[config.mk]
export PLATFORM = sky130hd
export DESIGN_NAME = bdpa_ctrl
export DESIGN_NICKNAME = d
export VERILOG_FILES = /design/src/rtl/core/bdpa_pkg.sv /design/src/rtl/core/bdpa_ctrl.sv
export SDC_FILE = /design/constraint.sdc
export NUM_CORES = 1
export LEC_CHECK = 0
export CAP_MARGIN = 0
export CORE_ASPECT_RATIO = 1.1
export CORE_MARGIN = 5
export CORE_UTILIZATION = 35
export CTS_CLUSTER_DIAMETER = 30
export DETAILED_ROUTE_END_ITERATION = 16
export DONT_BUFFER_PORTS = 1
export MAX_ROUTING_LAYER = met4
export PLACE_DENSITY_LB_ADDON = 0.08
export SYNTH_ARGS = -nofsm -noshare
export SYNTH_HDL_FRONTEND = slang
export SYNTH_SLANG_ARGS = --single-unit
[constraint.sdc]
create_clock -name clk -period 16.5 [get_ports clk]
set_input_delay 0.825 -clock clk [delete_from_list [all_inputs] [get_ports clk]]
set_output_delay 0.825 -clock clk [all_outputs]
set_load 0.03 [all_outputs]
[src/rtl/core/bdpa_pkg.sv]
// Shared types and constants for the delta patch applier.
// Used by bdpa_ctrl and binary_delta_patch_apply_unit; no dependencies.
package bdpa_pkg;

	// Old image memory geometry.
	localparam int OLD_ADDR_BITS = 16;
	localparam int OLD_DEPTH     = 1 << OLD_ADDR_BITS;

	// Field and register widths.
	localparam int POS_BITS      = 24;
	localparam int OLD_SIZE_BITS = 17;
	localparam int CFG_DATA_BITS = 24;
	localparam int OLDPOS_BITS   = 40;
	localparam int CW_BITS       = 64;
	localparam int MAG_BITS      = 63;
	localparam int IN_DATA_BITS  = 88;
	localparam int OUT_DATA_BITS = 40;

	// Sign-magnitude byte masks for the top byte of a control word.
	localparam logic [7:0] SIGN_BYTE_MASK = 8'h80;
	localparam logic [7:0] MAG_BYTE_MASK  = 8'h7F;

	// Saturation bounds of the signed old position.
	localparam logic [OLDPOS_BITS-1:0] OLDPOS_MAX = {1'b0, {(OLDPOS_BITS-1){1'b1}}};
	localparam logic [OLDPOS_BITS-1:0] OLDPOS_MIN = {1'b1, {(OLDPOS_BITS-1){1'b0}}};

	// Item kinds carried in tuser.
	typedef enum logic [1:0] {
		OP_LOAD    = 2'd0,
		OP_CONTROL = 2'd1,
		OP_DIFF    = 2'd2,
		OP_EXTRA   = 2'd3
	} op_t;

	// Position in the control word rotation.
	typedef enum logic [1:0] {
		CW_DIFF_LEN  = 2'd0,
		CW_EXTRA_LEN = 2'd1,
		CW_SEEK      = 2'd2
	} cw_idx_t;

	// Configuration register indexes.
	typedef enum logic {
		REG_OLD_SIZE = 1'b0,
		REG_NEW_SIZE = 1'b1
	} cfg_reg_t;

	// Result of one item, as decided when it is accepted.
	typedef struct packed {
		logic                byte_valid;
		logic                is_diff;
		logic                old_hit;
		logic [7:0]          value;
		logic [POS_BITS-1:0] position;
		logic                status;
		logic                finished;
	} step_t;

endpackage

[src/rtl/core/bdpa_ctrl.sv]
// Patch sequencer: configuration registers, control word rotation, counters,
// old and new positions and the corrupt flag. Depends on bdpa_pkg.
module bdpa_ctrl (
	input  logic                                  clk,
	input  logic                                  arst_n,
	input  logic                                  cfg_we,
	input  logic                                  cfg_index,
	input  logic [bdpa_pkg::CFG_DATA_BITS-1:0]    cfg_data,
	input  logic                                  step_en,
	input  logic [1:0]                            op,
	input  logic [7:0]                            byte_value,
	input  logic [bdpa_pkg::CW_BITS-1:0]          control_word,
	output bdpa_pkg::step_t                       result,
	output logic                                  rd_en,
	output logic [bdpa_pkg::OLD_ADDR_BITS-1:0]    rd_addr
);

	// Configuration registers.
	logic [bdpa_pkg::OLD_SIZE_BITS-1:0] old_size_q;
	logic [bdpa_pkg::POS_BITS-1:0]      new_size_q;

	// Sequencing state.
	bdpa_pkg::cw_idx_t                  cw_idx_q, cw_idx_n;
	logic [bdpa_pkg::POS_BITS-1:0]      new_pos_q, new_pos_n;
	logic [bdpa_pkg::OLDPOS_BITS-1:0]   old_pos_q, old_pos_n;
	logic [bdpa_pkg::POS_BITS-1:0]      diff_rem_q, diff_rem_n;
	logic [bdpa_pkg::POS_BITS-1:0]      extra_rem_q, extra_rem_n;
	logic [bdpa_pkg::OLDPOS_BITS-1:0]   seek_q, seek_n;
	logic                               corrupt_q, corrupt_n;
	logic                               settle_q, settle_n;

	// Control word decode.
	logic [7:0]                         top_mag;
	logic [bdpa_pkg::MAG_BITS-1:0]      mag;
	logic                               neg;
	logic                               mag_big;
	logic [bdpa_pkg::POS_BITS:0]        sum_diff;
	logic [bdpa_pkg::POS_BITS+1:0]      sum_extra;
	logic [bdpa_pkg::OLDPOS_BITS-1:0]   seek_mag;
	logic [bdpa_pkg::OLDPOS_BITS-1:0]   seek_val;
	logic [bdpa_pkg::OLDPOS_BITS-1:0]   old_pos_inc;
	logic                               old_hit;
	logic [bdpa_pkg::OLDPOS_BITS:0]     settle_sum;
	logic [bdpa_pkg::OLDPOS_BITS-1:0]   settled_pos;

	assign top_mag  = control_word[63:56] & bdpa_pkg::MAG_BYTE_MASK;
	assign mag      = {top_mag[6:0], control_word[55:0]};
	assign neg      = (|(control_word[63:56] & bdpa_pkg::SIGN_BYTE_MASK)) && (|mag);
	assign mag_big  = |mag[bdpa_pkg::MAG_BITS-1:bdpa_pkg::POS_BITS];
	assign sum_diff = {1'b0, new_pos_q} + {1'b0, mag[bdpa_pkg::POS_BITS-1:0]};
	assign sum_extra = {2'b00, new_pos_q} + {2'b00, diff_rem_q}
		+ {2'b00, mag[bdpa_pkg::POS_BITS-1:0]};

	// Seek magnitude saturates at the largest positive old position.
	assign seek_mag = (|mag[bdpa_pkg::MAG_BITS-1:bdpa_pkg::OLDPOS_BITS-1])
		? bdpa_pkg::OLDPOS_MAX : {1'b0, mag[bdpa_pkg::OLDPOS_BITS-2:0]};
	assign seek_val = neg ? (~seek_mag + 1'b1) : seek_mag;

	// Old position after one diff byte, and whether it lies in the old image.
	assign old_pos_inc = (old_pos_q == bdpa_pkg::OLDPOS_MAX) ? old_pos_q : old_pos_q + 1'b1;
	assign old_hit = (old_pos_q[bdpa_pkg::OLDPOS_BITS-1:bdpa_pkg::OLD_ADDR_BITS] == '0)
		&& ({1'b0, old_pos_q[bdpa_pkg::OLD_ADDR_BITS-1:0]} < old_size_q);
	assign rd_addr = old_pos_q[bdpa_pkg::OLD_ADDR_BITS-1:0];

	// Deferred seek: added in the cycle after a block completes, saturating.
	assign settle_sum = {old_pos_q[bdpa_pkg::OLDPOS_BITS-1], old_pos_q}
		+ {seek_q[bdpa_pkg::OLDPOS_BITS-1], seek_q};
	always_comb begin
		settled_pos = settle_sum[bdpa_pkg::OLDPOS_BITS-1:0];
		if (settle_sum[bdpa_pkg::OLDPOS_BITS] != settle_sum[bdpa_pkg::OLDPOS_BITS-1]) begin
			settled_pos = settle_sum[bdpa_pkg::OLDPOS_BITS]
				? bdpa_pkg::OLDPOS_MIN : bdpa_pkg::OLDPOS_MAX;
		end
	end

	// Effect of the item offered at the input, from the present state.
	always_comb begin
		cw_idx_n    = cw_idx_q;
		new_pos_n   = new_pos_q;
		old_pos_n   = old_pos_q;
		diff_rem_n  = diff_rem_q;
		extra_rem_n = extra_rem_q;
		seek_n      = seek_q;
		corrupt_n   = corrupt_q;
		rd_en       = 1'b0;
		result      = '0;
		if (op != bdpa_pkg::OP_LOAD && !corrupt_q) begin
			case (op)
				bdpa_pkg::OP_CONTROL: begin
					case (cw_idx_q)
						bdpa_pkg::CW_DIFF_LEN: begin
							if (diff_rem_q != '0 || extra_rem_q != '0 || new_pos_q >= new_size_q
								|| neg || mag_big || sum_diff > {1'b0, new_size_q}) begin
								corrupt_n = 1'b1;
							end else begin
								diff_rem_n = mag[bdpa_pkg::POS_BITS-1:0];
								cw_idx_n   = bdpa_pkg::CW_EXTRA_LEN;
							end
						end
						bdpa_pkg::CW_EXTRA_LEN: begin
							if (neg || mag_big || sum_extra > {2'b00, new_size_q}) begin
								corrupt_n = 1'b1;
							end else begin
								extra_rem_n = mag[bdpa_pkg::POS_BITS-1:0];
								cw_idx_n    = bdpa_pkg::CW_SEEK;
							end
						end
						default: begin
							seek_n   = seek_val;
							cw_idx_n = bdpa_pkg::CW_DIFF_LEN;
						end
					endcase
				end
				bdpa_pkg::OP_DIFF: begin
					if (cw_idx_q != bdpa_pkg::CW_DIFF_LEN || diff_rem_q == '0) begin
						corrupt_n = 1'b1;
					end else begin
						rd_en             = 1'b1;
						result.byte_valid = 1'b1;
						result.is_diff    = 1'b1;
						result.old_hit    = old_hit;
						result.value      = byte_value;
						new_pos_n         = new_pos_q + 1'b1;
						old_pos_n         = old_pos_inc;
						diff_rem_n        = diff_rem_q - 1'b1;
					end
				end
				default: begin
					if (cw_idx_q != bdpa_pkg::CW_DIFF_LEN || diff_rem_q != '0
						|| extra_rem_q == '0) begin
						corrupt_n = 1'b1;
					end else begin
						result.byte_valid = 1'b1;
						result.value      = byte_value;
						new_pos_n         = new_pos_q + 1'b1;
						extra_rem_n       = extra_rem_q - 1'b1;
					end
				end
			endcase
		end
		settle_n = (op != bdpa_pkg::OP_LOAD) && !corrupt_n && cw_idx_n == bdpa_pkg::CW_DIFF_LEN
			&& diff_rem_n == '0 && extra_rem_n == '0;
		result.position = new_pos_q;
		result.status   = corrupt_n;
		result.finished = new_pos_n >= new_size_q;
	end

	// Configuration writes.
	always_ff @(posedge clk or negedge arst_n) begin
		if (!arst_n) begin
			old_size_q <= '0;
			new_size_q <= '0;
		end else if (cfg_we) begin
			case (bdpa_pkg::cfg_reg_t'(cfg_index))
				bdpa_pkg::REG_OLD_SIZE: old_size_q <= cfg_data[bdpa_pkg::OLD_SIZE_BITS-1:0];
				bdpa_pkg::REG_NEW_SIZE: new_size_q <= cfg_data;
				default: ;
			endcase
		end
	end

	// State update; a pending seek is folded in before the next block starts.
	always_ff @(posedge clk or negedge arst_n) begin
		if (!arst_n) begin
			cw_idx_q    <= bdpa_pkg::CW_DIFF_LEN;
			new_pos_q   <= '0;
			old_pos_q   <= '0;
			diff_rem_q  <= '0;
			extra_rem_q <= '0;
			seek_q      <= '0;
			corrupt_q   <= 1'b0;
			settle_q    <= 1'b0;
		end else begin
			if (settle_q) begin
				old_pos_q <= settled_pos;
				seek_q    <= '0;
				settle_q  <= 1'b0;
			end
			if (step_en && op != bdpa_pkg::OP_LOAD && !corrupt_q) begin
				cw_idx_q    <= cw_idx_n;
				new_pos_q   <= new_pos_n;
				diff_rem_q  <= diff_rem_n;
				extra_rem_q <= extra_rem_n;
				corrupt_q   <= corrupt_n;
				if (op == bdpa_pkg::OP_DIFF && !corrupt_n) begin
					old_pos_q <= old_pos_n;
				end
				if (op == bdpa_pkg::OP_CONTROL && cw_idx_q == bdpa_pkg::CW_SEEK) begin
					seek_q <= seek_n;
				end
				if (settle_n) begin
					settle_q <= 1'b1;
				end
			end
		end
	end

	// The corrupt flag is sticky.
	a_corrupt_sticky: assert property (@(posedge clk) disable iff (!arst_n)
		!$fell(corrupt_q))
		else $error("corrupt flag cleared without reset");

	// No old image read may use a position whose seek is still pending.
	a_no_read_on_settle: assert property (@(posedge clk) disable iff (!arst_n)
		step_en && rd_en |-> !settle_q)
		else $error("diff byte read while a seek is pending");

	// A seek is only pending right after the rotation returned to the start.
	a_settle_at_start: assert property (@(posedge clk) disable iff (!arst_n)
		settle_q |-> cw_idx_q == bdpa_pkg::CW_DIFF_LEN && diff_rem_q == '0 && extra_rem_q == '0)
		else $error("seek pending inside a block");

endmodule

# --- After elaboration in Yosys (flattened, before gate mapping) ---
# Cells that the tools add are included.
word_totals:
  reg_bits: 197
  output_inout_bits: 54
  elab_cells: 136
op_classes:
  add_sub_neg: 9
  magnitude_cmp: 5
  eq_ne: 13
  mux: 55
  n_bitwise: 2
  n_reduce_logical: 42
op_table:
  columns: ["op", "n"]
  rows:
  - ["40-bit two-way mux", 16]
  - ["24-bit two-way mux", 11]
  - ["24-bit one-hot mux with 2 select lines", 3]
  - ["24-bit zero test", 5]
  - ["40-bit by 1-bit adder with 40-bit output (second input constant)", 2]
  - ["63-bit OR reduction", 1]
  - ["24-bit by 24-bit adder with 25-bit output", 2]
  - ["24-bit >= comparator", 2]
  - ["24-bit nonzero test", 2]
  - ["24-bit by 1-bit subtractor with 24-bit output (second input constant)", 2]
  - ["40-bit by 40-bit adder with 41-bit output", 1]
  - ["40-bit by 39-bit equality test with 1-bit output (second input constant)", 1]
  - ["39-bit inverter with 40-bit output", 1]
  - ["39-bit two-way mux", 1]
  - ["39-bit OR reduction", 1]
  - ["25-bit by 24-bit adder with 26-bit output", 1]
  - ["26-bit by 24-bit > comparator with 1-bit output", 1]
  - ["25-bit by 24-bit > comparator with 1-bit output", 1]
  - ["24-bit by 1-bit adder with 24-bit output (second input constant)", 1]
  - ["24-bit OR reduction", 1]
  - ["11-bit two-way mux", 2]
  - ["3-bit != test (second input constant)", 7]
  - ["16-bit by 17-bit less-than comparator with 1-bit output", 1]
  - ["8-bit one-hot mux with 2 select lines", 1]
  - ["18 further kinds", 59]

# --- Logic depth before layout (Yosys ltp) ---
depth:
  word_depth: 17
  ltp_mapped: 31

# --- Least setup slack after synthesis ---
# Ideal clock, no wire load.
synth_timing:
  path_type: "input port to flip-flop"
  from: "input port control_word[1] in the netlist's numbering"
  to: "register settle_q"
  setup_ns: 0.096
  t_arrival_ns: 7.184
  required_time_ns: 16.404
  setup_slack_ns: 9.221
  path_stages: 29
  path_buffers: 0
  cell_sequence: "fa_1 > ha_1 > inv_1 > fa_1 > nand2b_1 > a21oi_1 > o41ai_1 > o2111ai_1 > and3_1 > o21ai_0 > a21boi_0 > o21ai_0 > nand2b_1 > a21o_1 > a21oi_1 > xnor2_1 > ha_1 > nand4_1 > nor3_1 > nand3_1 > or4_1 > o21ai_0 > o2111ai_1 > a21o_1 > a221oi_1 > a211oi_1 > or4_1 > or4b_1 > nor4_2"
synth_via:
  elab_chain_cells: 16
  word_cells_on_any_way: 39
  classes_between: "add/sub (2); order compare (2); mux (20); reduce/logical (15)"
synth_lines:
  columns: ["item", "line_no", "source"]
  rows:
  - ["start: declaration", "bdpa_ctrl.sv:12", "input logic [bdpa_pkg::CW_BITS-1:0] control_word,"]
  - ["branches (longest 13 deep; another with 24-bit by 24-bit adder with 25-bit output)", null, null]
  - ["1-bit logical AND (*)", "bdpa_ctrl.sv:142", "&& diff_rem_n == '0 && extra_rem_n == '0;"]
  - ["1-bit two-way mux (*)", "bdpa_ctrl.sv:191", "if (settle_n) begin"]
  - ["1-bit two-way mux (*)", "bdpa_ctrl.sv:179", "if (step_en && op != bdpa_pkg::OP_LOAD && !corrupt_q) begin"]
  - ["end signal: assignment", "bdpa_ctrl.sv:172", "settle_q <= 1'b0;"]
  - ["end signal: assignment", "bdpa_ctrl.sv:177", "settle_q <= 1'b0;"]
  - ["end signal: assignment", "bdpa_ctrl.sv:192", "settle_q <= 1'b1;"]
  - ["end: declaration", "bdpa_ctrl.sv:30", "logic settle_q, settle_n;"]
# Every way passes the cells marked *.
# A chain may end at the register's enable or synchronous reset.

# --- Worst setup path after layout ---
layout_timing:
  from: "register new_pos_q[1] in the netlist's numbering"
  to: "register old_pos_q[11] in the netlist's numbering"
layout_via:
  elab_chain_cells: 13
  word_cells_on_any_way: 25
  classes_between: "add/sub (3); order compare (3); eq/ne (4); mux (7); reduce/logical (8)"
layout_lines:
  columns: ["item", "line_no", "source"]
  rows:
  - ["start: declaration", "bdpa_ctrl.sv:24", "logic [bdpa_pkg::POS_BITS-1:0] new_pos_q, new_pos_n;"]
  - ["start signal: assignment", "bdpa_ctrl.sv:181", "new_pos_q <= new_pos_n;"]
  - ["branches (longest 6 deep; another with 25-bit by 24-bit adder with 26-bit output)", null, null]
  - ["1-bit one-hot mux with 2 select lines (*)", "bdpa_ctrl.sv:90", "case (cw_idx_q)"]
  - ["1-bit one-hot mux with 2 select lines (*)", "bdpa_ctrl.sv:88", "case (op)"]
  - ["1-bit two-way mux (*)", "bdpa_ctrl.sv:87", "if (op != bdpa_pkg::OP_LOAD && !corrupt_q) begin"]
  - ["1-bit zero test (*)", "bdpa_ctrl.sv:185", "if (op == bdpa_pkg::OP_DIFF && !corrupt_n) begin"]
  - ["1-bit logical AND (*)", "bdpa_ctrl.sv:185", null]
  - ["3-bit != test (no line) or 40-bit two-way mux (tied branches)", null, null]
  - ["4-bit AND reduction (no line) or 40-bit two-way mux (tied branches)", null, null]
  - ["end signal: assignment", "bdpa_ctrl.sv:175", "old_pos_q <= settled_pos;"]
  - ["end signal: assignment", "bdpa_ctrl.sv:186", "old_pos_q <= old_pos_n;"]
  - ["end: declaration", "bdpa_ctrl.sv:25", "logic [bdpa_pkg::OLDPOS_BITS-1:0] old_pos_q, old_pos_n;"]
# Marked as above.

==> metrics.cfg <==
[outcome]
outcome = finished clean

[detailed_routing]
drc_errors = 0
wirelength_mm = 83.22
post_drt_wl_per_cell_um = 24.80
routed_via_density = 6.002
drt_first_pass_iters = 6
routed-via-count = 20140
postRouteAntennaNets = 0
drtIter0Drc = 1622

[floorplanning]
ios = 157
fp.dieH_um = 264.1
dieArea_um2 = 63660
die_w_um = 241.0
rows = 93
initial_utilization = 0.3518
coreArea_um2 = 58410

[placed_design]
io_buffer_count = 0
dp_hpwl_mm = 62.05
post_dp_cell_area_um2 = 21280
gp_congestion = 0.9035

[timing]
setup_tns_ps = 0
slew_headroom = 0.2590
setup_viol = 0
fin_crit_sh = 0.5684
holdWs_ps = 198.3
post-route-min-period_ps = 9379
tightestPinTransition_ps = 1107
rsz0062_at_grt = false
fmax_mhz = 106.6
hold_viol = 0
fin_worst_skew_ps = 31.33
drv_slew = 0

[clocking]
cts-root-buf = clkbuf_16
cts_tree = yes
clock_sinks = 197
clk_latency_ps = 530
clkTransAtPathRegs_ps = 90
cts_resized = 0
cts_buffers = 17
h-tree-depth = 4
postCtsHoldBufs = 3
cts_max_path_buffers = 2
cts_setup_buffers = 0

[global_route]
grt_first_pass_wirelength_mm = 124.6
grt_util_all_layers = 0.2628
grt_max_degree = 127
grt_antenna_before_repair = 2
grt_pass1_vias = 19460
grt_remaining_overflow = 0

[power_and_ir_drop]
power_density_nw_per_um2 = 76.26
p_leak_nw = 9.520
ir_worst_vdd_v = 0.00009762

[hold_path]
hold_class = in -> async

[critical_path]
r2r_start = new_pos_q[1]$_DFFE_PN0P_
r2r-end = old_pos_q[11]$_DFFE_PN0P_
required_ps = 16920
startpoint_type = register
reg2reg_slack_ps = 7120
crit_slowest_cell = dfrtp_1
crit_fanout = 60
critical_path.max_stage_delay_ps = 770
criticalPathCategory = reg -> reg
reg2regPathDepth = 31
end_kind = register
crit_arrival_ps = 9800

[logic_synthesis]
syn-mean-instance-area_um2 = 7.752
synth-main-ff-cell = dfrtp_1
ys_ff_latch = 197
ys_warn_count = 0
syn-cell-area_um2 = 20550
synth_edf_count = 0
synthesis.nets = 2988
synthArstFlopShare = 1.000
yosysSeqAreaShare = 0.2399
synth_cell_types = 79
synth_cells = 2651

[flow_run]
drv_cap = 0

[cells_and_area]
nNetsFinal = 2915
area_delta_synth_final_pct = 6.655
design_area_um2 = 21920
drive_above_1_share = 0.06252

worst max-delay path, delay by kind of cell, from the launching register on:
family | cells | cell delay (ps)
AND/OR/NAND/NOR | 10 | 2470
XOR/XNOR | 1 | 100
AO/OA/AOI/OAI | 13 | 3570
flip-flops | 1 | 770
buffers and inverters | 3 | 1040
adder cells (fa/ha/maj) | 4 | 1300
cells in the mapped netlist, types with 25 or more instances:
library cell	n	share of area
mux2_2	36	0.020
xnor2_1	79	0.034
nand2_1	278	0.051
o21ai_0	217	0.053
nor3_1	69	0.017
nor4_1	45	0.014
inv_1	98	0.018
nand3_1	105	0.026
a21oi_1	235	0.057
a21o_1	69	0.025
ha_1	207	0.13
and3_1	33	0.010
fa_1	27	0.026
or3_1	29	0.0088
dfrtp_1	197	0.24
xor2_1	33	0.014
nor2_1	247	0.045
a211oi_1	48	0.018
a31oi_1	33	0.010
nand4_1	53	0.016
clkbuf_1	109	0.020
o21a_1	30	0.011
nand2b_1	25	0.0076
sequential cells by signal, indices dropped and copies added, names as in the netlist, 2 cells and up:
register,count
seek_q,40
old_size_q,17
new_size_q,24
extra_rem_q,24
new_pos_q,24
cw_idx_q,2
diff_rem_q,24
old_pos_q,40
metrics by stage:
| step | std cells | power, mW | util | setup WS, ps |
|---|---|---|---|---|
| 2_1_floorplan | 2651 | 1.040 | - | 9221 |
| 3_3_place_gp | 3316 | 1.212 | 0.3643 | 7468 |
| 3_5_place_dp | 3316 | 1.217 | 0.3643 | 7199 |
| 4_1_cts | 3351 | 1.684 | 0.3750 | 7190 |
| 5_1_grt | 3353 | 1.785 | 0.3751 | 6493 |
| 6_report | 3356 | 1.671 | 0.3752 | 7121 |
layout by cell type, fill, tap and decap left out, drive strengths merged, types with 20 or more instances in the layout:
cell,count
nand2,278
nor2,247
a21oi,235
o21ai,219
ha,207
dfrtp,197
inv,108
nand3,105
xnor2,79
nor3,70
a21o,69
nand4,53
buf,51
a211oi,48
nor4,48
mux2,36
a31oi,33
xor2,33
and3,33
o21a,30
or3,29
fa,27
nand2b,25
o211ai,22
nor2b,20
layer usage:
layer | global-route usage | vias up | wire, um
met3 | 0.05241 | 122 | 4495
li1 | - | 9657 | -
met2 | 0.4305 | 552 | 40480
met5 | - | - | 0
met1 | 0.3257 | 9813 | 35630
met4 | 0.08525 | 0 | 2604
layout make-up:
cell class / count / area [um^2]
Sequential cell: 197 / 4930
Clock buffer: 17 / 425.4
Multi-Input combinational cell: 2211 / 14660
Inverter: 99 / 371.6
Clock inverter: 15 / 136.4
Timing Repair Buffer: 52 / 432.9
Antenna cell: 5 / 12.51
Fill cell: 6152 / 36500
Tap cell: 760 / 950.9
worst max path at each step:
stage,from,endpoint,slack (ps),cells past startpoint
2_1_floorplan,control_word[1],settle_q$_DFF_PN0_,9220,29
3_3_place_gp,control_word[1],old_pos_q[31]$_DFFE_PN0P_,7470,31
3_5_place_dp,control_word[1],old_pos_q[29]$_DFFE_PN0P_,7200,31
4_1_cts,new_pos_q[1]$_DFFE_PN0P_,old_pos_q[11]$_DFFE_PN0P_,7190,31
5_1_grt,new_pos_q[1]$_DFFE_PN0P_,old_pos_q[11]$_DFFE_PN0P_,6490,31
6_report,new_pos_q[1]$_DFFE_PN0P_,old_pos_q[11]$_DFFE_PN0P_,7120,31
report_power, final:
group / switching [mW] / internal [mW]
Combinational: 0.367 / 0.252
Sequential: 0.0861 / 0.525
Clock: 0.241 / 0.200
Total: 0.695 / 0.977
cell families (layout without fill, tap and decap cells):
group / Yosys count / in the layout / share of synthesized area
and+or+nand+nor: 992 / 992 / 0.2336
AOI/OAI and AO/OA: 830 / 830 / 0.2550
buffers and inverters: 243 / 183 / 0.04828
adders and majority gates: 234 / 234 / 0.1523
DFF: 197 / 197 / 0.2399
xor gates and xnor gates: 112 / 112 / 0.04773
muxes: 43 / 43 / 0.02314
other: 0 / 5 / 0
Note: power is estimated with default switching activity, not from simulation.
